File: src/rtl/scatr_pkg.sv
package scatr_pkg;

  // Default of the ATR length parameter
  localparam int unsigned AtrMaxLenDef = 33;

  // Input modes
  localparam logic [1:0] MODE_START   = 2'd0;
  localparam logic [1:0] MODE_BYTE    = 2'd1;
  localparam logic [1:0] MODE_TIMEOUT = 2'd2;

  // Reported status
  localparam logic [1:0] ST_IDLE    = 2'd0;
  localparam logic [1:0] ST_COLLECT = 2'd1;
  localparam logic [1:0] ST_DONE    = 2'd2;
  localparam logic [1:0] ST_ERROR   = 2'd3;

  // Error codes
  localparam logic [1:0] ERR_NONE     = 2'd0;
  localparam logic [1:0] ERR_BAD_TS   = 2'd1;
  localparam logic [1:0] ERR_TIMEOUT  = 2'd2;
  localparam logic [1:0] ERR_OVERFLOW = 2'd3;

  // Initial characters
  localparam logic [7:0] TS_DIRECT  = 8'h3B;
  localparam logic [7:0] TS_INVERSE = 8'h3F;

  // One input request
  typedef struct packed {
    logic [1:0] mode;
    logic [7:0] rx_byte;
  } item_t;

  // One result
  typedef struct packed {
    logic [3:0] hist_count;
    logic [5:0] atr_length;
    logic [3:0] protocol;
    logic [5:0] byte_index;
    logic [7:0] stored_byte;
    logic [1:0] error_code;
    logic [1:0] status;
    logic       stored_valid;
  } result_t;

endpackage

File: src/rtl/smart_card_atr_parser.sv
// Smart-card Answer To Reset parser.
// Input channel in_*: one request per received event. in_tuser carries the
// mode (start a new ATR, received byte, byte timeout); in_tdata carries the
// received character, used only for a received byte.
// Output channel out_*: exactly one result per request, in order. out_tuser
// flags that the request stored a byte; out_tdata reports status, error code,
// the echoed byte and its index, protocol, ATR length and historical count.
// The accepted request sits in the input register while one pass of the
// parser logic computes the result, which is loaded into the result register
// once that register is free or being taken.
// Throughput: one request per cycle while the receiver does not stall, set by
// a single pass through the state update.
// When the receiver stalls, the result register holds and one more request
// is still taken into the input register; in_tready drops only when both
// registers are full.
// Reset (rst_n low, synchronous) empties both registers and puts the parser
// in idle with all counts, masks and the error code cleared.
module smart_card_atr_parser
  import scatr_pkg::*;
#(
  parameter int unsigned ATR_MAX_LEN = AtrMaxLenDef
) (
  input  logic        clk,
  input  logic        rst_n,
  input  logic        in_tvalid,
  output logic        in_tready,
  input  logic [7:0]  in_tdata,   // [7:0] rx_byte
  input  logic [1:0]  in_tuser,   // [1:0] mode
  output logic        out_tvalid,
  input  logic        out_tready,
  output logic [31:0] out_tdata,  // [1:0] status, [3:2] error_code, [11:4] stored_byte,
                                  // [17:12] byte_index, [21:18] protocol,
                                  // [27:22] atr_length, [31:28] hist_count
  output logic        out_tuser   // [0] stored_valid
);

  logic    in_v_r;
  item_t   in_item_r;
  logic    out_v_r;
  result_t res_r;
  result_t res_nxt;
  logic    adv;

  // Move the pipeline when the result register is free or being taken
  assign adv       = !out_v_r || out_tready;
  assign in_tready = !in_v_r || adv;

  // Hold the accepted request
  always_ff @(posedge clk) begin
    if (!rst_n) begin
      in_v_r <= 1'b0;
    end else if (in_tready) begin
      in_v_r <= in_tvalid;
    end
  end

  always_ff @(posedge clk) begin
    if (in_tready && in_tvalid) begin
      in_item_r.mode    <= in_tuser;
      in_item_r.rx_byte <= in_tdata;
    end
  end

  scatr_step #(
    .ATR_MAX_LEN(ATR_MAX_LEN)
  ) u_step (
    .clk    (clk),
    .rst_n  (rst_n),
    .step_en(adv && in_v_r),
    .item   (in_item_r),
    .result (res_nxt)
  );

  // Register the result
  always_ff @(posedge clk) begin
    if (!rst_n) begin
      out_v_r <= 1'b0;
    end else if (adv) begin
      out_v_r <= in_v_r;
    end
  end

  always_ff @(posedge clk) begin
    if (adv && in_v_r) begin
      res_r <= res_nxt;
    end
  end

  assign out_tvalid = out_v_r;
  assign out_tuser  = res_r.stored_valid;
  assign out_tdata  = {res_r.hist_count, res_r.atr_length, res_r.protocol,
                       res_r.byte_index, res_r.stored_byte, res_r.error_code,
                       res_r.status};

endmodule

File: src/rtl/scatr_step.sv
module scatr_step
  import scatr_pkg::*;
#(
  parameter int unsigned ATR_MAX_LEN = AtrMaxLenDef
) (
  input  logic    clk,
  input  logic    rst_n,
  input  logic    step_en,
  input  item_t   item,
  output result_t result
);

  localparam int unsigned CntW = $clog2(ATR_MAX_LEN + 1);

  // Parser phases
  localparam logic [2:0] PH_IDLE  = 3'd0;
  localparam logic [2:0] PH_TS    = 3'd1;
  localparam logic [2:0] PH_T0    = 3'd2;
  localparam logic [2:0] PH_IFACE = 3'd3;
  localparam logic [2:0] PH_HIST  = 3'd4;
  localparam logic [2:0] PH_TCK   = 3'd5;
  localparam logic [2:0] PH_DONE  = 3'd6;
  localparam logic [2:0] PH_ERR   = 3'd7;

  logic [2:0]      phase_r, phase_nxt;
  logic [3:0]      mask_r, mask_nxt;
  logic [3:0]      hist_rem_r, hist_rem_nxt;
  logic [3:0]      hist_tot_r, hist_tot_nxt;
  logic [3:0]      proto_r, proto_nxt;
  logic            td_seen_r, td_seen_nxt;
  logic [CntW-1:0] count_r, count_nxt;
  logic [1:0]      err_r, err_nxt;
  logic            collecting;
  logic            stored;
  logic [6:0]      count_ext;

  // Pick the phase after a byte from what is still expected
  function automatic logic [2:0] next_phase(input logic [3:0] mask, input logic [3:0] hist,
                                            input logic td, input logic [3:0] proto);
    logic [2:0] ph;
    if (mask != 4'd0) begin
      ph = PH_IFACE;
    end else if (hist != 4'd0) begin
      ph = PH_HIST;
    end else if (td && proto != 4'd0) begin
      ph = PH_TCK;
    end else begin
      ph = PH_DONE;
    end
    return ph;
  endfunction

  // Next state for one request
  always_comb begin
    phase_nxt    = phase_r;
    mask_nxt     = mask_r;
    hist_rem_nxt = hist_rem_r;
    hist_tot_nxt = hist_tot_r;
    proto_nxt    = proto_r;
    td_seen_nxt  = td_seen_r;
    count_nxt    = count_r;
    err_nxt      = err_r;
    stored       = 1'b0;
    collecting   = (phase_r >= PH_TS) && (phase_r <= PH_TCK);

    if (item.mode == MODE_START) begin
      phase_nxt    = PH_TS;
      mask_nxt     = 4'd0;
      hist_rem_nxt = 4'd0;
      hist_tot_nxt = 4'd0;
      proto_nxt    = 4'd0;
      td_seen_nxt  = 1'b0;
      count_nxt    = '0;
      err_nxt      = ERR_NONE;
    end else if (item.mode == MODE_TIMEOUT) begin
      if (collecting) begin
        phase_nxt = PH_ERR;
        err_nxt   = ERR_TIMEOUT;
      end
    end else if (item.mode == MODE_BYTE && collecting) begin
      if (phase_r == PH_TS && item.rx_byte != TS_DIRECT && item.rx_byte != TS_INVERSE) begin
        phase_nxt = PH_ERR;
        err_nxt   = ERR_BAD_TS;
      end else if (count_r >= CntW'(ATR_MAX_LEN)) begin
        phase_nxt = PH_ERR;
        err_nxt   = ERR_OVERFLOW;
      end else begin
        stored    = 1'b1;
        count_nxt = count_r + 1'b1;
        case (phase_r)
          PH_TS: begin
            phase_nxt = PH_T0;
          end
          PH_T0: begin
            hist_tot_nxt = item.rx_byte[3:0];
            hist_rem_nxt = item.rx_byte[3:0];
            mask_nxt     = item.rx_byte[7:4];
            phase_nxt    = next_phase(item.rx_byte[7:4], item.rx_byte[3:0],
                                      td_seen_r, proto_r);
          end
          PH_IFACE: begin
            // Take interface bytes in TA, TB, TC, TD order
            if (mask_r[0]) begin
              mask_nxt = {mask_r[3:1], 1'b0};
            end else if (mask_r[1]) begin
              mask_nxt = {mask_r[3:2], 2'b00};
            end else if (mask_r[2]) begin
              mask_nxt = {mask_r[3], 3'b000};
            end else begin
              td_seen_nxt = 1'b1;
              proto_nxt   = item.rx_byte[3:0];
              mask_nxt    = item.rx_byte[7:4];
            end
            phase_nxt = next_phase(mask_nxt, hist_rem_r, td_seen_nxt, proto_nxt);
          end
          PH_HIST: begin
            if (hist_rem_r != 4'd0) begin
              hist_rem_nxt = hist_rem_r - 4'd1;
            end
            phase_nxt = next_phase(mask_r, hist_rem_nxt, td_seen_r, proto_r);
          end
          default: begin
            phase_nxt = PH_DONE;
          end
        endcase
      end
    end
  end

  // Report the state after this request
  always_comb begin
    count_ext           = 7'(count_nxt);
    result.stored_valid = stored;
    result.stored_byte  = stored ? item.rx_byte : 8'd0;
    result.byte_index   = stored ? 6'(count_r) : 6'd0;
    result.error_code   = err_nxt;
    result.protocol     = td_seen_nxt ? proto_nxt : 4'd0;
    result.atr_length   = (count_ext > 7'd63) ? 6'd63 : count_ext[5:0];
    result.hist_count   = hist_tot_nxt;
    case (phase_nxt)
      PH_IDLE: result.status = ST_IDLE;
      PH_DONE: result.status = ST_DONE;
      PH_ERR:  result.status = ST_ERROR;
      default: result.status = ST_COLLECT;
    endcase
  end

  // Commit the state when the request moves on
  always_ff @(posedge clk) begin
    if (!rst_n) begin
      phase_r    <= PH_IDLE;
      mask_r     <= 4'd0;
      hist_rem_r <= 4'd0;
      hist_tot_r <= 4'd0;
      proto_r    <= 4'd0;
      td_seen_r  <= 1'b0;
      count_r    <= '0;
      err_r      <= ERR_NONE;
    end else if (step_en) begin
      phase_r    <= phase_nxt;
      mask_r     <= mask_nxt;
      hist_rem_r <= hist_rem_nxt;
      hist_tot_r <= hist_tot_nxt;
      proto_r    <= proto_nxt;
      td_seen_r  <= td_seen_nxt;
      count_r    <= count_nxt;
      err_r      <= err_nxt;
    end
  end

endmodule

File: config.mk
export PLATFORM = sky130hd
export DESIGN_NAME = smart_card_atr_parser
export DESIGN_NICKNAME = d
export VERILOG_FILES = /design/src/rtl/scatr_pkg.sv /design/src/rtl/smart_card_atr_parser.sv /design/src/rtl/scatr_step.sv
export SDC_FILE = /design/constraint.sdc
export NUM_CORES = 1
export LEC_CHECK = 0
export BUFFER_PORTS_ARGS = -buffer_cell sky130_fd_sc_hd__buf_2
export CORE_MARGIN = 8
export CORE_UTILIZATION = 62
export CTS_CLUSTER_SIZE = 8
export DETAILED_ROUTE_END_ITERATION = 8
export PLACE_DENSITY = 0.82
export SLEW_MARGIN = 20
export SYNTH_ARGS = -nofsm -noshare
export SYNTH_HDL_FRONTEND = slang
export SYNTH_SLANG_ARGS = --single-unit
File: constraint.sdc
create_clock -name clk -period 4.1 [get_ports clk]
set_clock_uncertainty 0.2 [all_clocks]
set_input_delay 0.82 -clock clk [delete_from_list [all_inputs] [get_ports clk]]
set_output_delay 0.82 -clock clk [all_outputs]
set_load 0.05 [all_outputs]
# After elaboration in Yosys (flattened, before gate mapping)
# Index checks and enable logic that the tools add are counted.
[totals]
ff_bits = 73
[classes]
n_addsub = 2
order_cmp = 3
n_eq_ne = 13
muxes = 96
n_reduce_logical = 27
[op_table]
columns = ["cell", "n"]
rows = [
  ["two-way mux 4 bit", 47],
  ["two-way mux 3 bit", 11],
  ["nonzero test 4 bit", 8],
  ["two-way mux 6 bit", 5],
  ["two-way mux 1 bit", 20],
  ["two-way mux 2 bit", 9],
  ["!= test 8 x 6 -> 1 bit (second input constant)", 2],
  ["case mux 4 bit (2 select lines)", 2],
  ["case mux 3 bit (4 select lines)", 1],
  ["AND reduction 6 bit", 2],
  ["== test 3 bit (second input constant)", 3],
  ["logical AND 1 bit", 8],
  ["adder 6 x 1 -> 6 bit (second input constant)", 1],
  ["== test 3 x 2 -> 1 bit (second input constant)", 2],
  [">= comparator 6 bit (second input constant)", 1],
  ["!= test 2 x 1 -> 1 bit (second input constant)", 3],
  ["case mux 2 bit (3 select lines)", 1],
  ["nonzero test 3 bit", 2],
  ["subtractor 4 x 1 -> 4 bit (second input constant)", 1],
  ["== test 3 x 1 -> 1 bit (second input constant)", 1],
  [">= comparator 3 x 1 -> 1 bit (second input constant)", 1],
  ["less-or-equal comparator 3 bit (second input constant)", 1],
  ["logical NOT 3 bit", 1],
  ["== test 2 x 1 -> 1 bit (second input constant)", 1],
  ["5 further kinds", 7],
]

# Depth between registers and ports, before layout
# Gate-level depths: netlist of run 1.
[logic_depth]
depth_word = 22
ltp_mapped = 10
mapped_depth_nobuf = 8

# Cells and area by module
# From an unflattened synthesis of run 1, not the netlist that was laid out.
[hier_totals]
hier_cells = 357
hier_area_um2 = 3682.3
[by_module_without_submodules]
columns = ["module", "n_inst", "cells_per_inst", "area_per_inst_um2"]
rows = [
  ["scatr_step", 1, 305, 2287.2],
  ["smart_card_atr_parser", 1, 52, 1395.1],
]

# Worst setup path before layout of run 1
# No wires, ideal clock.
[synth_timing]
kind = "input to register"
startpoint = "in out_tready"
endpoint = "reg res_r, in the netlist out_tdata[0] (enable)"
setup_time_ns = 0.410
arrival_time_ns = 2.443
required_time_ns = 3.490
path_slack_ns = 1.047
cell_stages = 5
path_buffers = 2
cell_sequence = "nor2b_1 nand2b_1 clkbuf_1 clkinv_1 clkbuf_1"
[synth_between]
elab_chain_cells = 2
[synth_lines]
columns = ["element", "line_no", "text"]
rows = [
  ["start: declaration", "smart_card_atr_parser.sv:30", "input logic out_tready,"],
  ["logical OR 1 bit", "smart_card_atr_parser.sv:45", "assign adv = !out_v_r || out_tready;"],
  ["logical AND 1 bit", "--", ""],
  ["named net u_step.step_en", "scatr_step.sv:8", "input logic step_en,"],
  ["end signal: assignment", "smart_card_atr_parser.sv:85", "res_r <= res_nxt;"],
  ["end: declaration", "smart_card_atr_parser.sv:40", "result_t res_r;"],
]
# The timed path passes the listed nets, and every way through them passes these cells.
# A chain may end at the register's enable or synchronous reset.

==> results.md, run 1 <==
* Status: finished clean
* Global-route wire length before repair at 14.5 mm
* Fin nets at 420
* Largest net degree at the start of global routing at 45
* CTS max path bufs at 2
* CORE AREA at 5890 um^2
* Tot Pwr at 1.57 mW
* Gate Count Post-Synth at 362
* DR pass1 iterations at 5
* RSZ-0062 raised after global routing: false
* Synth Cell Area at 3740 um^2
* Initial antenna violation count at 0
* Cell Chain, Critical Path: inv_1 -> ha_1 -> nand2b_1 -> o41ai_4 -> and3_1 -> nand2_1 -> nor4_1 -> o22ai_2
* Final WL at 8.68 mm
* CP max FO at 8
* Residual DRC at 0
* Maximum vdd drop at 0.241 mV
* HPWL after DPL at 5.80 mm
* Setup bufs post-CTS at 0
* # resized after CTS at 0
* YS warnings at 0
* Antenna-violating nets left at 0
* Clk sinks at 73
* Mean Syn Cell Area at 10.3 um^2
* Tmin final at 3.04 ns
* DR WL/cell at 18.0 um
* Diode count at 0
* Asr flop ratio synth at 0
* Hold_ws at 0.275 ns
* Grt total ovfl at 0
* Max-cap violations at 0
* Sequential element share of the synthesized area at 0.506
* Rel. slew slack at 0.479
* Max Clk Rate at 329 MHz
* Drt via density at 6.26
* Clock transition at path regs at 0.08 ns
* Syn Nets at 380
* Storage cell area at 1890 um^2
* TritonCTS clock tree: done
* H-tree Lvls at 3
* Critical Path RT at 3.98 ns
* HP Class: register to register
* CTS Buf Count at 9
* Standby leakage power at 1.55 nW
* Pins Over Slew Limit at 0
* Cts hold-fix bufs at 0
* Slew of the pin with the lowest slew margin at 0.772 ns
* Port Buffers at 48
* Row count at 28
* Crit path max-delay family: simple AND/OR/NAND/NOR gates
* Multi-input gate area at 1700 um^2
* Worst path bufs/invs at 1
* Fill count at 447
* Total GRT Usage at 0.208
* CP max stage cell: nor4_1
* Starting Density at 0.635
* Power Dens Cells at 376 nW/um^2
* Area grow syn2layout at 12.0%
* CP Launch Type: register
* Vias in the first global route at 2996
* Total number of vias at 3019
* Post-synthesis register bit count at 73
* Clk_lat worst skew at 0.35 ns
* Number of flops mapped to enable cells by yosys at 43
* Final period util at 0.742
* Die Wd at 93.7 um
* Final GP Congestion at 0.989
* 1st-iter DRT viols at 209
* Root Driver: clkbuf_8
* Setup TNS at 0 ns
* # IOs at 49
* Crit path kind: register to register
* Top_reg_cell synth: edfxtp_1
* Critical Path AT at 2.92 ns
* Fraction of layout cells with a size suffix above 1 at 0.211
* Max stage delay on crit path at 0.53 ns
* Die Area at 8770 um^2
* Netlist cell types at 67
* CP endpoint kind: register
* # setup viols final at 0
* Hold Vio Cnt, Final at 0
* Overall die height at 93.7 um
==> synth_stat cells (8+ instances only) <==
| master | count | share of area |
|---|---|---|
| o21ai_0 | 15 | 0.020 |
| dfxtp_1 | 30 | 0.16 |
| edfxtp_1 | 43 | 0.35 |
| clkbuf_1 | 12 | 0.012 |
| and2_1 | 19 | 0.032 |
| nor2_1 | 23 | 0.023 |
| nand3_1 | 8 | 0.011 |
| nand2_1 | 31 | 0.031 |
| a21oi_1 | 19 | 0.025 |
| buf_2 | 8 | 0.011 |
| nor2b_1 | 17 | 0.028 |
| a22oi_1 | 9 | 0.018 |
| mux2i_1 | 11 | 0.029 |
| nor3_1 | 8 | 0.011 |
==> kinds of logic after synthesis <==
logic type,synth area share
and+or+nand+nor,0.221
AOI/OAI and AO/OA,0.177
DFF,0.506
buffers and inverters,0.0388
muxes,0.0294
xor gates and xnor gates,0.0141
adders and majority gates,0.0134
==> routing by layer <==
layer,share of wire,track usage
met1,0.41,0.246
met2,0.49,0.350
met3,0.079,0.0624
met4,0.022,0.0766
met5,0,0
==> worst min-delay path: cells and delay by family (launching register included) <==
| kind | cells | cell delay [ns] |
|---|---|---|
| and+or+nand+nor | 1 | 0.05 |
| AOI/OAI and AO/OA | 1 | 0.07 |
| DFF | 1 | 0.32 |
==> cell type report <==
| type | instances | share of cell area |
|---|---|---|
| clock buffer | 9 | 0.0296 |
| clock inverter | 7 | 0.0185 |
| tap | 75 | 0.0224 |
| multi-input combinational | 258 | 0.406 |
| sequential | 73 | 0.451 |
| timing repair buffer | 52 | 0.0645 |
| inverter | 8 | 0.00717 |
==> flip-flops by register name, indices dropped and copies added (netlist names) <==
signal,count
out_tvalid,1
u_step.hist_tot_r,4
u_step.mask_r,4
u_step.err_r,2
out_tuser,1
u_step.hist_rem_r,4
in_item_r,10
u_step.count_r,6
in_v_r,1
u_step.proto_r,4
out_tdata,32
u_step.phase_r,3
u_step.td_seen_r,1
==> stage by stage <==
stage	setup WS, ns	std cells	util	instance area [um^2]
final	1.06	482	0.712	4190
after global routing	0.910	482	0.712	4190
after CTS	1.12	482	0.712	4190
after detailed placement	1.22	466	0.678	3990
after global placement	1.26	466	0.678	3990
after floorplan	1.05	362	-	3740
==> power by group <==
part	internal (mW)	switching, mW
logic	0.0529	0.122
registers	0.801	0.0245
clock network	0.286	0.288
total	1.14	0.435
==> cell usage in the layout, fill, tap and decap left out, drive strengths merged, types with 5 or more instances in the layout <==
master,Yosys,layout
a21boi,5,5
a21oi,19,19
a22oi,9,9
and2,21,21
buf,11,52
clkbuf,12,9
dfxtp,30,30
edfxtp,43,43
inv,7,9
mux2i,11,11
nand2,32,32
nand2b,7,7
nand3,8,8
nand4,6,6
nor2,23,23
nor2b,17,17
nor3,8,8
nor4,5,5
o21a,5,5
o21ai,15,15
==> path summary, 6_finish.rpt <==
check / start / endpoint / slack [ns] / depth (start not counted)
max: u_step.count_r[1]$_SDFFE_PN0P_ / out_tdata[0]$_DFFE_PP_ / 1.06 / 8
max reg2reg: u_step.count_r[1]$_SDFFE_PN0P_ / out_tdata[0]$_DFFE_PP_ / 1.06 / 8
min reg2reg: u_step.err_r[0]$_SDFFE_PN0P_ / u_step.err_r[0]$_SDFFE_PN0P_ / 0.28 / 2
min: u_step.err_r[0]$_SDFFE_PN0P_ / u_step.err_r[0]$_SDFFE_PN0P_ / 0.28 / 2
(Power assumes the default switching activity.)
==> run 2: changes to the inputs <==
Settings changed: CORE_UTILIZATION 62 to 58, PLACE_DENSITY 0.82 to 0.77.
Clock period 4.1 ns to 3 ns, I/O delays scaled along.
==> results.md, run 2 (synthesized netlist as in run 1, its figures left out) <==
* Slew of the pin with the lowest slew margin at 0.697 ns (-0.0747 ns)
* Placement Cell Area at 4040 um^2 (+1.2%)
* Switching power total at 0.591 mW (+36%)
* Antenna-violating nets left at 0 (unchanged)
* HPWL after DPL at 6.21 mm (+7.1%)
* Commonest non-fill, non-tap cell in the layout: buf_2
* Internal cell power at 1.47 mW (+29%)
* Overall die height at 96.3 um (+2.8%)
* Util after Layout at 0.670 (-0.0420)
* Power Dens Cells at 490 nW/um^2 (+30%)
* CTS Buf Count at 9 (unchanged)
* CORE AREA at 6280 um^2 (+6.7%)
* Status: finished clean
* Row count at 29 (+3.6%)
* CP max FO at 9 (+1)
* Clk pwr share at 0.332 (-0.032)
* 1st-iter DRT viols at 251 (+20%)
* Design Area, Final at 4210 um^2 (+0.36%)
* Worst setup margin at 0.247 ns (-0.810 ns)
* Share of power burned in registers at 0.547 (+0.023)
* # setup viols final at 0 (unchanged)
* Area grow syn2layout at 12.4%
* Total GRT Usage at 0.203 (-0.00542)
* Hold_ws at 0.208 ns (-0.0671 ns)
* Pins Over Slew Limit at 0 (unchanged)
* Final WL at 8.79 mm (+1.2%)
* Starting Density at 0.596 (-0.0396)
* Most frequent cells in the layout: 48 x buf_2, 43 x edfxtp_1, 31 x nand2_1
* CTS max path bufs at 2 (unchanged)
* Tmin final at 2.75 ns (-0.290 ns)
* Crit path kind: register to register
* Die Area at 9270 um^2 (+5.7%)
* H-tree Lvls at 3 (unchanged)
* Number of flip-flops in the largest register at 32 (unchanged)
* Clock transition at path regs at 0.08 ns (about the same)
* TritonCTS clock tree: done
* Standby leakage power at 1.56 nW (+0.69%)
* Tot Pwr at 2.06 mW (+31%)
* Clk sinks at 73 (unchanged)
* Hold Vio Cnt, Final at 0 (unchanged)
* Max-cap violations at 0 (unchanged)
* Fin nets at 426 (+1.4%)
* Fraction of layout cells with a size suffix above 1 at 0.218 (+0.00662)
* Die Wd at 96.3 um (+2.8%)
* Cts hold-fix bufs at 0 (unchanged)
* Root Driver: clkbuf_8
* Setup bufs post-CTS at 0 (unchanged)
* Diode count at 0 (unchanged)
* Residual DRC at 0 (unchanged)
* Placed cells at 474 (+1.7%)
* Largest net degree at the start of global routing at 33 (-27%)
* Final GP Congestion at 0.924 (-6.5%)
* Drt via density at 6.14 (-2.0%)
* CP Launch Type: register
* Multi-input gate area at 1700 um^2 (unchanged)
* DR WL/cell at 17.9 um (-0.41%)
* Storage cell area at 1890 um^2 (unchanged)
* Global-route wire length before repair at 14.5 mm (+0.53%)
* # IOs at 49 (unchanged)
* Critical Path RT at 2.90 ns (-1.08 ns)
* HP Class: primary input to register
* Max Clk Rate at 363 MHz (+11%)
* CP endpoint kind: register
* Critical Path AT at 2.65 ns (-0.27 ns)
* Net Sw Frac at 0.287 (+0.0108)
* Non-filler cells, final at 490 (+1.7%)
* RSZ-0062 raised after global routing: false
* Grt total ovfl at 0 (unchanged)
* Final period util at 0.918 (+0.175)
* Total number of vias at 3009 (-0.33%)
* # resized after CTS at 0 (unchanged)
* DP Worst Slack at 0.290 ns (-0.928 ns)
* Setup TNS at 0 ns (unchanged)
* Combinational share of power at 0.121 (+0.010)
* Initial antenna violation count at 0 (unchanged)
* DR pass1 iterations at 5 (unchanged)
* Rel. slew slack at 0.529 (+0.0505)
* Maximum vdd drop at 0.332 mV (+38%)
* Vias in the first global route at 2945 (-1.7%)
* Port Buffers at 48 (unchanged)
* Clk_lat worst skew at 0.36 ns (about the same)
* Fill count at 493 (+10%)
-- run 2: cell types whose count changed in the layout (fill, tap and decap cells not counted), sizes merged --
| cell | previous run | this run |
|---|---|---|
| bufinv | 1 | 0 |
| clkinvlp | 1 | 2 |
| buf | 52 | 58 |
-- run 2: final cells by class --
cell class,count,area share
Multi-Input combinational cell,258,0.405
Tap cell,77,0.0229
Inverter,8,0.00714
Sequential cell,73,0.450
Timing Repair Buffer,58,0.0750
Clock inverter,7,0.0107
Clock buffer,9,0.0295
-- run 2: routing by layer --
| metal | vias up | part of all wire | global-route usage |
|---|---|---|---|
| met4 | 0 | 0.014 | 0.0895 |
| met2 | 135 | 0.48 | 0.325 |
| met5 | - | 0 | 0 |
| met3 | 11 | 0.088 | 0.0562 |
| met1 | 1432 | 0.42 | 0.250 |
| li1 | 1431 | - | - |
-- run 2: worst paths after layout --
check,startpoint,end,slack [ns],cells past startpoint
worst max-delay path,in_item_r[1]$_DFFE_PP_,out_tdata[0]$_DFFE_PP_,0.25,6
worst min-delay path,in_tdata[6],in_item_r[6]$_DFFE_PP_,0.21,1
worst max register to register,in_item_r[1]$_DFFE_PP_,out_tdata[0]$_DFFE_PP_,0.25,6
worst min register to register,u_step.err_r[1]$_SDFFE_PN0P_,u_step.err_r[1]$_SDFFE_PN0P_,0.30,2
-- run 2: power by group through the flow --
stage / logic (mW) / registers [mW] / clock network, mW
floorplan: 0.124 / 1.20 / 0
global placement: 0.245 / 1.15 / 0
detailed placement: 0.249 / 1.15 / 0
CTS: 0.250 / 1.13 / 0.696
global route: 0.267 / 1.13 / 0.730
finish: 0.249 / 1.13 / 0.685
-- run 2: worst max-delay path, cell delays in order (launching register included) --
cell and delay (ns):
edfxtp_1 0.53, and4_2 0.29, a311o_1 0.38, and3_1 0.41, a311oi_4 0.16, nor4_1 0.38
o22ai_2 0.13
==> run 3: changes to the inputs <==
Settings changed: CTS_CLUSTER_SIZE 8 to default, PLACE_DENSITY 0.77 to 0.8, REMOVE_ABC_BUFFERS from default to 1.
==> results.md, run 3 (synthesized netlist as in run 1, its figures left out) <==
* Flop-to-flop setup slack at 0.28 ns (+0.03 ns)
* Cell Chain, Critical Path: inv_1 -> ha_1 -> nand2b_1 -> o41ai_4 -> and3_1 -> buf_4 -> nand4_2 -> xor2_1 -> nor2_1
* HP Start: in_tuser[0]
* Final WL at 8.73 mm (-0.67%)
* Slew of the pin with the lowest slew margin at 0.731 ns (+0.0343 ns)
* CTS Buf Count at 9 (unchanged)
* Number of flip-flops in the largest register at 32 (unchanged)
* Setup bufs post-CTS at 0 (unchanged)
* Hold Vio Cnt, Final at 0 (unchanged)
* TritonCTS clock tree: done
* CP endpoint kind: register
* Initial antenna violation count at 0 (unchanged)
* # IOs at 49 (unchanged)
* Fill count at 498 (+1.0%)
* Cts hold-fix bufs at 0 (unchanged)
* Clk_lat worst skew at 0.35 ns (about the same)
* Commonest non-fill, non-tap cell in the layout: buf_2
* Max Clk Rate at 367 MHz (+1.1%)
* Max stage delay on crit path at 0.46 ns (-0.07 ns)
* Clk sinks at 73 (unchanged)
* DP Worst Slack at 0.360 ns (+0.0698 ns)
* Diode count at 0 (unchanged)
* Final period util at 0.908 (-0.00955)
* Power Dens Cells at 489 nW/um^2 (-0.23%)
* Grt total ovfl at 0 (unchanged)
* 1st-iter DRT viols at 191 (-24%)
* Setup TNS at 0 ns (unchanged)
* Overall die height at 96.3 um (unchanged)
* Standby leakage power at 1.58 nW (+0.89%)
* CP Launch Type: register
* Drt via density at 6.08 (-1.0%)
* Critical Path RT at 2.91 ns (about the same)
* RR Startpoint: u_step.count_r[1]$_SDFFE_PN0P_
* Total number of vias at 2997 (-0.40%)
* Starting Density at 0.596 (unchanged)
* Total GRT Usage at 0.201 (-0.00219)
* Util after Layout at 0.674 (+0.00379)
* Root Driver: clkbuf_8
* HP Class: primary input to register
* Pins Over Slew Limit at 0 (unchanged)
* CTS max path bufs at 2 (unchanged)
* Rel. slew slack at 0.506 (-0.0232)
* Most frequent cells in the layout: 48 x buf_2, 43 x edfxtp_1, 31 x nand2_1
* Clock transition at path regs at 0.08 ns (about the same)
* RSZ-0062 raised after global routing: false
* Final GP Congestion at 0.908 (-1.7%)
* # resized after CTS at 0 (unchanged)
* Residual DRC at 0 (unchanged)
* Fraction of layout cells with a size suffix above 1 at 0.228 (+0.0104)
* H-tree Lvls at 3 (unchanged)
* # setup viols final at 0 (unchanged)
* Die Area at 9270 um^2 (unchanged)
* Status: finished clean
* Port Buffers at 48 (unchanged)
* CORE AREA at 6280 um^2 (unchanged)
* WHS Path Cells at 1 (unchanged)
* Multi-input gate area at 1700 um^2 (unchanged)
* Max-cap violations at 0 (unchanged)
* Reg2reg end: out_tdata[26]$_DFFE_PP_
* Worst Hold End: in_item_r[8]$_DFFE_PP_
* HPWL after DPL at 5.98 mm (-3.8%)
* CP max stage cell: dfxtp_1
* Register-to-Register Path Depth at 9 (+3)
* Row count at 29 (unchanged)
* Fin nets at 429 (+0.70%)
* Storage cell area at 1890 um^2 (unchanged)
* Antenna-violating nets left at 0 (unchanged)
* Die Wd at 96.3 um (unchanged)
* Crit path kind: register to register
* Largest net degree at the start of global routing at 33 (unchanged)
* Vias in the first global route at 2955 (+0.34%)
* Crit path max-delay family: simple AND/OR/NAND/NOR gates
* Maximum vdd drop at 0.389 mV (+17%)
* DR WL/cell at 17.7 um (-1.3%)
* Worst setup margin at 0.276 ns (+0.0286 ns)
* CP max FO at 20 (+11)
* Area grow syn2layout at 13.1%
* Tmin final at 2.72 ns (-0.0286 ns)
* DR pass1 iterations at 7 (+2)
* Global-route wire length before repair at 14.3 mm (-1.9%)
* Worst path bufs/invs at 2 (+2)
* Critical Path AT at 2.64 ns (about the same)
==> run 3: changes by cell type in the layout (fill, tap and decap cells not counted), sizes merged <==
cell      previous run  this run
buf                 58        61
clkinvlp             2         3
inv                  9         8
==> run 3: cell type report <==
cell class              instances  area share
clock buffers                   9      0.0293
repair buffers                 61      0.0799
inverters                       8     0.00710
flip-flops and latches         73       0.447
well taps                      77      0.0228
clock inverters                 7      0.0109
multi-input cells             258       0.403
==> run 3: layer usage <==
layer | GRT usage | up-vias | wire length, um
li1 | - | 1432 | -
met1 | 0.242 | 1424 | 3780
met2 | 0.333 | 124 | 4190
met3 | 0.0468 | 17 | 585
met4 | 0.0921 | 0 | 176
met5 | 0 | - | 0
==> run 3: metrics by stage <==
stage	std cells	cell area, um^2	power (mW)	hold slack (ns)
floorplan	339	3620	1.32	0.243
global placement	477	4060	1.39	0.253
detailed placement	477	4060	1.40	0.269
CTS	493	4230	2.08	0.207
global route	493	4230	2.14	0.204
finish	493	4230	2.07	0.213
==> run 3: worst max path at each step <==
| stage | depth (start not counted) | slack, ns | start | to |
|---|---|---|---|---|
| floorplan | 6 | -0.33 | out_tvalid$_SDFFE_PN0P_ | u_step.proto_r[0]$_SDFFE_PN0P_ |
| global placement | 6 | 0.44 | in_item_r[0]$_DFFE_PP_ | out_tdata[0]$_DFFE_PP_ |
| detailed placement | 9 | 0.36 | u_step.count_r[1]$_SDFFE_PN0P_ | out_tdata[26]$_DFFE_PP_ |
| CTS | 9 | 0.32 | u_step.count_r[1]$_SDFFE_PN0P_ | out_tdata[26]$_DFFE_PP_ |
| global route | 9 | 0.13 | u_step.count_r[1]$_SDFFE_PN0P_ | out_tdata[26]$_DFFE_PP_ |
| finish | 9 | 0.28 | u_step.count_r[1]$_SDFFE_PN0P_ | out_tdata[26]$_DFFE_PP_ |
==> run 3: power by group <==
part	total, mW	internal, mW	switching, mW
combinational	0.254	0.0790	0.175
sequential	1.12	1.09	0.0297
clock	0.689	0.298	0.391
total	2.07	1.47	0.596
